--- config.mk ---
export PLATFORM = sky130hd
export DESIGN_NAME = tone_frequency_slide_generator_top
export DESIGN_NICKNAME = d
export VERILOG_FILES = /design/src/design/tfs_pkg.sv /design/src/design/tone_frequency_slide_generator_top.sv
export SDC_FILE = /design/constraint.sdc
export NUM_CORES = 1
export LEC_CHECK = 0
export BUFFER_PORTS_ARGS = -buffer_cell sky130_fd_sc_hd__buf_2
export CAP_MARGIN = 10
export CORE_MARGIN = 5
export CORE_UTILIZATION = 60
export DETAILED_ROUTE_END_ITERATION = 6
export GPL_ROUTABILITY_DRIVEN = 0
export PLACE_DENSITY = 0.92
export SYNTH_ARGS = -nofsm -noshare
export SYNTH_HDL_FRONTEND = slang
export SYNTH_SLANG_ARGS = --single-unit
--- constraint.sdc ---
create_clock -name aclk -period 6.71 [get_ports aclk]
set_input_delay 0.3355 -clock aclk [delete_from_list [all_inputs] [get_ports aclk]]
set_output_delay 0.3355 -clock aclk [all_outputs]
set_load 0.05 [all_outputs]
--- src/design/tfs_pkg.sv ---
package tfs_pkg;

    localparam int FREQ_W = 16;
    localparam int VOL_W  = 8;
    localparam int DUR_W  = 16;
    localparam int CNT_W  = 7;

    typedef enum logic [1:0] {
        ST_IDLE,
        ST_DIV_F,
        ST_DIV_V,
        ST_EMIT
    } tfs_state_t;

endpackage

--- src/design/tone_frequency_slide_generator_top.sv ---
// Channel  | Handshake          | Payload
// ---------+--------------------+------------------------------------------------
// request  | s_valid / s_ready  | s_audio_ready, s_start_freq, s_end_freq,
//          |                    | s_segment_count, s_segment_duration,
//          |                    | s_start_volume, s_end_volume
// command  | m_valid / m_ready  | m_tone_freq, m_tone_duration, m_tone_volume,
//          |                    | m_last_segment
//
// One restoring divider, one quotient bit per cycle, is shared by the
// frequency and the volume of each segment; each segment runs the
// frequency division, then the volume division, then the emit step.
// s_ready is high only between runs; a request that is ignored (audio not
// ready, zero count) is accepted but starts no run. The command register
// holds a result while m_ready is low, and the sequencer waits in its emit
// step until the register frees up. Reset (aresetn low, synchronous)
// returns to idle and drops any pending command.
module tone_frequency_slide_generator_top
    import tfs_pkg::*;
#(
    parameter int MAX_SEGMENTS = 64
) (
    input  logic              aclk,
    input  logic              aresetn,

    input  logic              s_valid,
    output logic              s_ready,
    input  logic              s_audio_ready,
    input  logic [FREQ_W-1:0] s_start_freq,
    input  logic [FREQ_W-1:0] s_end_freq,
    input  logic [CNT_W-1:0]  s_segment_count,
    input  logic [DUR_W-1:0]  s_segment_duration,
    input  logic [VOL_W-1:0]  s_start_volume,
    input  logic [VOL_W-1:0]  s_end_volume,

    output logic              m_valid,
    input  logic              m_ready,
    output logic [FREQ_W-1:0] m_tone_freq,
    output logic [DUR_W-1:0]  m_tone_duration,
    output logic [VOL_W-1:0]  m_tone_volume,
    output logic              m_last_segment
);

    // segment index / count width; products |diff| * i fit in PF_W / PV_W
    localparam int NW   = $clog2(MAX_SEGMENTS + 1);
    localparam int PF_W = FREQ_W + NW;
    localparam int PV_W = VOL_W + NW;
    localparam int SW   = $clog2(PF_W);

    tfs_state_t state_reg, state_next;

    // request context
    logic [NW-1:0]     n_reg, n_next;
    logic [NW-1:0]     idx_reg, idx_next;
    logic [FREQ_W-1:0] sf_reg, sf_next;
    logic [VOL_W-1:0]  sv_reg, sv_next;
    logic [DUR_W-1:0]  dur_reg, dur_next;
    logic [FREQ_W-1:0] df_mag_reg, df_mag_next;
    logic              df_neg_reg, df_neg_next;
    logic [VOL_W-1:0]  dv_mag_reg, dv_mag_next;
    logic              dv_neg_reg, dv_neg_next;

    // running products |diff| * i, built by repeated addition
    logic [PF_W-1:0]   accf_reg, accf_next;
    logic [PV_W-1:0]   accv_reg, accv_next;

    // shared divider: dividend shifts out at the top, quotient enters at the bottom
    logic [PF_W-1:0]   dvd_reg, dvd_next;
    logic [NW-1:0]     rem_reg, rem_next;
    logic [SW-1:0]     step_reg, step_next;
    logic [FREQ_W-1:0] qf_reg, qf_next;

    // command register
    logic              m_valid_reg, m_valid_next;
    logic [FREQ_W-1:0] m_freq_reg, m_freq_next;
    logic [DUR_W-1:0]  m_dur_reg, m_dur_next;
    logic [VOL_W-1:0]  m_vol_reg, m_vol_next;
    logic              m_last_reg, m_last_next;

    // control
    logic              accept;
    logic              start_run;
    logic              div_done;
    logic              load_out;
    logic              is_last;

    // divider step
    logic [NW:0]       rem_sh;
    logic [NW:0]       rem_sub;
    logic              q_bit;
    logic [PF_W-1:0]   dvd_step;
    logic [NW-1:0]     rem_step;

    // request decode
    logic [NW-1:0]     cnt_sat;
    logic [PF_W-1:0]   accf_inc;
    logic [PV_W-1:0]   accv_inc;
    logic [VOL_W-1:0]  qv;

    // -------------------------------------------------------------------
    // Output / control decode
    // -------------------------------------------------------------------
    always_comb begin
        s_ready   = (state_reg == ST_IDLE);
        accept    = s_valid && s_ready;
        start_run = accept && s_audio_ready && (s_segment_count != '0);
        div_done  = (step_reg == '0);
        load_out  = (state_reg == ST_EMIT) && (!m_valid_reg || m_ready);
        is_last   = (idx_reg == n_reg - NW'(1));
    end

    assign m_valid         = m_valid_reg;
    assign m_tone_freq     = m_freq_reg;
    assign m_tone_duration = m_dur_reg;
    assign m_tone_volume   = m_vol_reg;
    assign m_last_segment  = m_last_reg;

    // -------------------------------------------------------------------
    // Next state
    // -------------------------------------------------------------------
    always_comb begin
        state_next = state_reg;
        unique case (state_reg)
            ST_IDLE: begin
                if (start_run) state_next = ST_DIV_F;
            end
            ST_DIV_F: begin
                if (div_done) state_next = ST_DIV_V;
            end
            ST_DIV_V: begin
                if (div_done) state_next = ST_EMIT;
            end
            ST_EMIT: begin
                if (load_out) state_next = is_last ? ST_IDLE : ST_DIV_F;
            end
            default: state_next = ST_IDLE;
        endcase
    end

    // -------------------------------------------------------------------
    // Datapath
    // -------------------------------------------------------------------
    always_comb begin
        // count saturates to MAX_SEGMENTS; it is also the divisor
        if (s_segment_count > CNT_W'(MAX_SEGMENTS)) begin
            cnt_sat = NW'(MAX_SEGMENTS);
        end else begin
            cnt_sat = s_segment_count[NW-1:0];
        end

        rem_sh   = {rem_reg, dvd_reg[PF_W-1]};
        rem_sub  = rem_sh - {1'b0, n_reg};
        q_bit    = (rem_sh >= {1'b0, n_reg});
        rem_step = q_bit ? rem_sub[NW-1:0] : rem_sh[NW-1:0];
        dvd_step = {dvd_reg[PF_W-2:0], q_bit};

        accf_inc = accf_reg + PF_W'(df_mag_reg);
        accv_inc = accv_reg + PV_W'(dv_mag_reg);
        qv       = dvd_reg[VOL_W-1:0];

        n_next       = n_reg;
        idx_next     = idx_reg;
        sf_next      = sf_reg;
        sv_next      = sv_reg;
        dur_next     = dur_reg;
        df_mag_next  = df_mag_reg;
        df_neg_next  = df_neg_reg;
        dv_mag_next  = dv_mag_reg;
        dv_neg_next  = dv_neg_reg;
        accf_next    = accf_reg;
        accv_next    = accv_reg;
        dvd_next     = dvd_reg;
        rem_next     = rem_reg;
        step_next    = step_reg;
        qf_next      = qf_reg;
        m_freq_next  = m_freq_reg;
        m_dur_next   = m_dur_reg;
        m_vol_next   = m_vol_reg;
        m_last_next  = m_last_reg;
        m_valid_next = m_valid_reg && !m_ready;

        unique case (state_reg)
            ST_IDLE: begin
                if (accept) begin
                    n_next   = cnt_sat;
                    idx_next = '0;
                    sf_next  = s_start_freq;
                    sv_next  = s_start_volume;
                    dur_next = s_segment_duration;
                    // sign and magnitude of end - start
                    df_neg_next = (s_end_freq < s_start_freq);
                    df_mag_next = (s_end_freq < s_start_freq) ?
                                  s_start_freq - s_end_freq : s_end_freq - s_start_freq;
                    dv_neg_next = (s_end_volume < s_start_volume);
                    dv_mag_next = (s_end_volume < s_start_volume) ?
                                  s_start_volume - s_end_volume :
                                  s_end_volume - s_start_volume;
                    accf_next = '0;
                    accv_next = '0;
                    dvd_next  = '0;
                    rem_next  = '0;
                    step_next = SW'(PF_W - 1);
                end
            end
            ST_DIV_F: begin
                dvd_next  = dvd_step;
                rem_next  = rem_step;
                step_next = step_reg - SW'(1);
                if (div_done) begin
                    qf_next = dvd_step[FREQ_W-1:0];
                    // volume product left-aligned, runs PV_W steps
                    dvd_next  = PF_W'(accv_reg) << (PF_W - PV_W);
                    rem_next  = '0;
                    step_next = SW'(PV_W - 1);
                end
            end
            ST_DIV_V: begin
                dvd_next  = dvd_step;
                rem_next  = rem_step;
                step_next = step_reg - SW'(1);
            end
            ST_EMIT: begin
                if (load_out) begin
                    m_valid_next = 1'b1;
                    m_freq_next  = df_neg_reg ? sf_reg - qf_reg : sf_reg + qf_reg;
                    m_vol_next   = dv_neg_reg ? sv_reg - qv : sv_reg + qv;
                    m_dur_next   = dur_reg;
                    m_last_next  = is_last;
                    // next segment
                    idx_next  = idx_reg + NW'(1);
                    accf_next = accf_inc;
                    accv_next = accv_inc;
                    dvd_next  = accf_inc;
                    rem_next  = '0;
                    step_next = SW'(PF_W - 1);
                end
            end
            default: begin
            end
        endcase
    end

    always_ff @(posedge aclk) begin
        if (!aresetn) begin
            state_reg   <= ST_IDLE;
            m_valid_reg <= 1'b0;
        end else begin
            state_reg   <= state_next;
            m_valid_reg <= m_valid_next;
        end
    end

    always_ff @(posedge aclk) begin
        n_reg      <= n_next;
        idx_reg    <= idx_next;
        sf_reg     <= sf_next;
        sv_reg     <= sv_next;
        dur_reg    <= dur_next;
        df_mag_reg <= df_mag_next;
        df_neg_reg <= df_neg_next;
        dv_mag_reg <= dv_mag_next;
        dv_neg_reg <= dv_neg_next;
        accf_reg   <= accf_next;
        accv_reg   <= accv_next;
        dvd_reg    <= dvd_next;
        rem_reg    <= rem_next;
        step_reg   <= step_next;
        qf_reg     <= qf_next;
        m_freq_reg <= m_freq_next;
        m_dur_reg  <= m_dur_next;
        m_vol_reg  <= m_vol_next;
        m_last_reg <= m_last_next;
    end

`ifndef SYNTHESIS
    // divider remainder stays below the divisor
    a_rem_lt_n: assert property (@(posedge aclk) disable iff (!aresetn)
        (state_reg == ST_DIV_F || state_reg == ST_DIV_V) |-> (rem_reg < n_reg))
        else $error("divider remainder not below segment count");

    // segment index stays inside the run
    a_idx_lt_n: assert property (@(posedge aclk) disable iff (!aresetn)
        (state_reg != ST_IDLE) |-> (idx_reg < n_reg))
        else $error("segment index past segment count");

    // the last command ends the run
    a_last_ends: assert property (@(posedge aclk) disable iff (!aresetn)
        (load_out && is_last) |=> (s_ready && m_last_reg))
        else $error("run did not end after last segment");

    // a command appears only from the emit step
    a_valid_src: assert property (@(posedge aclk) disable iff (!aresetn)
        $rose(m_valid_reg) |-> $past(state_reg == ST_EMIT))
        else $error("command raised outside emit step");
`endif

endmodule
==> flow_summary_export.csv <==
group,metric,value,unit
global_route,grt_pass1_vias,9624,
critical_path,r2r_slack,3.23,ns
die,die_height,156,µm
power_and_ir_drop,power.density,424,nW/µm²
die,core_area,21000,µm²
global_route,grt_pass1_wl,48.7,mm
die,row_count,53,
power_and_ir_drop,swShare,38.1,%
sta,whs,0.0358,ns
hold_path,hp-class,"in -> reg",
sta,maxSlewViolCount,0,
power_and_ir_drop,power,6200,µW
cts,clk_path_buf_depth,3,
die,io_pins,119,
cts,cts.sinks,213,
sta,worst_pin_slew,1.22,ns
cts,cts_tree,"done",
synthesis,syn_avg_cell_area,11.2,µm²
hold_path,hold_depth,1,
cts,clock_latency,0.51,ns
sta,post-route-min-period,3.48,ns
synthesis,synth_flop_cell,"edfxtp_1",
drt,wire_per_inst,19.5,µm
global_route,overflow,0,
global_route,track_usage,24.8,%
sta,finalSetupViolations,0,
critical_path,regToRegStartpoint,"df_neg_reg$_DFFE_PP_",
global_route,antenna_found_initial,0,
drt,drc,0,
drt,ant_nets,0,
power_and_ir_drop,p_seq_share,37.9,%
drt,drt_first_pass_iters,6,
synthesis,synth_seq_cells,213,
synthesis,syn-cell-area,12800,µm²
synthesis,yosys_warnings,0,
cells_and_area,nets,1475,
cts,cts_resized,0,
synthesis,ys_seq_area_share,49.8,%
critical_path,cp-start-kind,"flip-flop",
synthesis,synth_cell_types,75,
critical_path,crit_required,6.98,ns
power_and_ir_drop,comb_power_share,40.4,%
drt,avgViaCountPerCell,6.18,
place,dp_slack,3.31,ns
hold_path,hold_path_startpoint,"s_start_freq[0]",
cts,cts_buffers,23,
power_and_ir_drop,vdd_drop_max,0.288,mV
sta,rsz0062_at_grt,"false",
critical_path,crit_path_max_fanout,15,
power_and_ir_drop,p_int,3840,µW
cells_and_area,syn_to_final_growth,14.5,%
outcome,status,"finished, final reports clean",
hold_path,hold_end,"sf_reg[0]$_DFFE_PP_",
flow_run,maxCapViolCount,0,
cells_and_area,post-route-util,69.6,%
cells_and_area,layout-drive-gt1-share,14.2,%
critical_path,rr_worst_depth,9,
power_and_ir_drop,p_sw,2370,µW
die,die_w,156,µm
sta,slew_headroom,18.2,%
place,port_buffers,118,
die,start_util,60.8,%
sta,hold_violations,0,
cts,htreeDepth,1,
drt,totalWireLength,30.7,mm
power_and_ir_drop,p_leak,0.00598,µW
synthesis,synth_nets,1334,
drt,drt-initial-drc-count,815,
synthesis,synth-edff-count,210,
critical_path,r2r-end,"m_tone_freq[14]$_DFFE_PP_",
drt,vias,9726,
cells_and_area,antenna_cells,0,
power_and_ir_drop,power_frac_clock,21.7,%
critical_path,timing_worst_setup_path_type,"reg -> reg",
global_route,grt_max_degree,74,
sta,worst_slack,3.23,ns
sta,fin_crit_sh,51.8,%
synthesis,syn_inst,1140,
sta,setup_tns,0,ns
synthesis,async_flop_share,0,%
critical_path,cp-end-kind,"flip-flop",
cts,cts_root_buf,"clkbuf_16",
place,place_hpwl,21.3,mm
critical_path,worstPathArrival,3.74,ns
cts,clkTransAtPathRegs,0.06,ns
sta,fmax,287,MHz
sta,finClkSkew,0.0109,ns
die,dieArea,24300,µm²
cell families (layout without fill, tap and decap cells):
group | Yosys count | count (layout) | synth area share, %
multiplexers | 28 | 28 | 2.23
XOR/XNOR | 92 | 92 | 6.31
buffers and inverters | 127 | 285 | 4.01
flip-flops | 213 | 213 | 49.8
adder cells (fa/ha/maj) | 118 | 118 | 12.1
AO/OA/AOI/OAI | 284 | 284 | 14.7
AND/OR/NAND/NOR | 278 | 278 | 10.8
cells in the final DEF, fill, tap and decap left out, types with 9 or more instances in the layout:
cell and n:
nand3_1 20, ha_1 109, a22oi_1 11, a21oi_1 79
buf_2 118, fa_1 9, mux2i_1 24, a21boi_0 9
a21o_1 24, xor2_1 22, nand2_1 47, edfxtp_1 210
o21a_1 23, nor3_1 35, xnor2_1 70, and2_1 12
dlygate4sd3_1 16, nor2_1 84, a31oi_1 14, o21ai_0 41
a211oi_1 9, nor2b_1 25, inv_1 103, clkbuf_16 23
o21bai_1 10
layout make-up:
cell class | instances | area (µm²)
clock buffers | 30 | 632
clock inverters | 12 | 168
fillers | 1375 | 6390
inverters | 104 | 390
multi-input cells | 800 | 5930
flip-flops and latches | 213 | 6370
well taps | 275 | 344
repair buffers | 139 | 801
worst max-delay path: stages, from the launching register on:
cell       delay (ns)
edfxtp_1         0.62
mux2i_1          0.25
fa_1             0.49
a21o_1           0.18
a21o_1           0.21
a2111oi_0        0.72
o31ai_1          0.22
a31o_2           0.28
a21oi_1          0.17
xnor2_1          0.09
per-stage QoR:
step,instances,cell area (µm²)
detailed placement,1514,13700
finish,1573,14600
CTS,1572,14600
floorplan,1140,12800
global placement,1514,13700
global route,1573,14600
power groups by stage:
| stage | clock, µW | combinational, µW | sequential (µW) |
|---|---|---|---|
| finish | 1340 | 2510 | 2350 |
| global route | 1410 | 2740 | 2380 |
| CTS | 1350 | 2470 | 2340 |
| detailed placement | 0 | 2390 | 2350 |
| global placement | 0 | 2260 | 2330 |
| floorplan | 0 | 1820 | 2280 |
routing by layer:
metal / share of wire [%] / wire [µm] / global-route usage (%) / up-vias
li1: - / - / - / 4469
met1: 38 / 11800 / 30.6 / 4669
met2: 50 / 15300 / 43.5 / 487
met3: 8.3 / 2540 / 4.47 / 101
met4: 3.8 / 1160 / 9.30 / 0
met5: 0 / 0 / 0 / -
worst max path at each step:
stage               slack, ns                   endpoint  cells after the start                 startpoint
finish                   3.23  m_tone_freq[14]$_DFFE_PP_                      9       df_neg_reg$_DFFE_PP_
global route             3.04  m_tone_freq[14]$_DFFE_PP_                      9       df_neg_reg$_DFFE_PP_
CTS                      3.24  m_tone_freq[14]$_DFFE_PP_                     11        qf_reg[0]$_DFFE_PP_
detailed placement       3.31  m_tone_freq[13]$_DFFE_PP_                     14        qf_reg[0]$_DFFE_PP_
global placement         3.46  m_tone_freq[13]$_DFFE_PP_                     14        qf_reg[0]$_DFFE_PP_
floorplan                2.21  accf_reg[0]$_SDFFCE_PN0P_                      5  state_reg[0]$_SDFFE_PN0P_
cell usage after synthesis (10+ instances only):
cell / count / share of area, %
edfxtp_1: 210 / 49
ha_1: 109 / 11
inv_1: 103 / 3.0
nor2_1: 85 / 2.5
a21oi_1: 80 / 3.1
xnor2_1: 70 / 4.8
nand2_1: 47 / 1.4
o21ai_0: 41 / 1.6
nor3_1: 35 / 1.4
nor2b_1: 25 / 1.2
a21o_1: 24 / 1.4
mux2i_1: 24 / 1.9
o21a_1: 24 / 1.4
xor2_1: 22 / 1.5
nand3_1: 20 / 0.78
clkbuf_1: 15 / 0.44
a31oi_1: 14 / 0.69
and2_1: 13 / 0.64
a22oi_1: 11 / 0.65
o21bai_1: 10 / 0.59
timing repair:
| action | in CTS | in global routing |
|---|---|---|
| endpoints found under the hold margin | 16 | 0 |
| setup buffers | 0 | 0 |
| hold buffers | 16 | 0 |
Note: power is estimated with default switching activity, not from simulation.
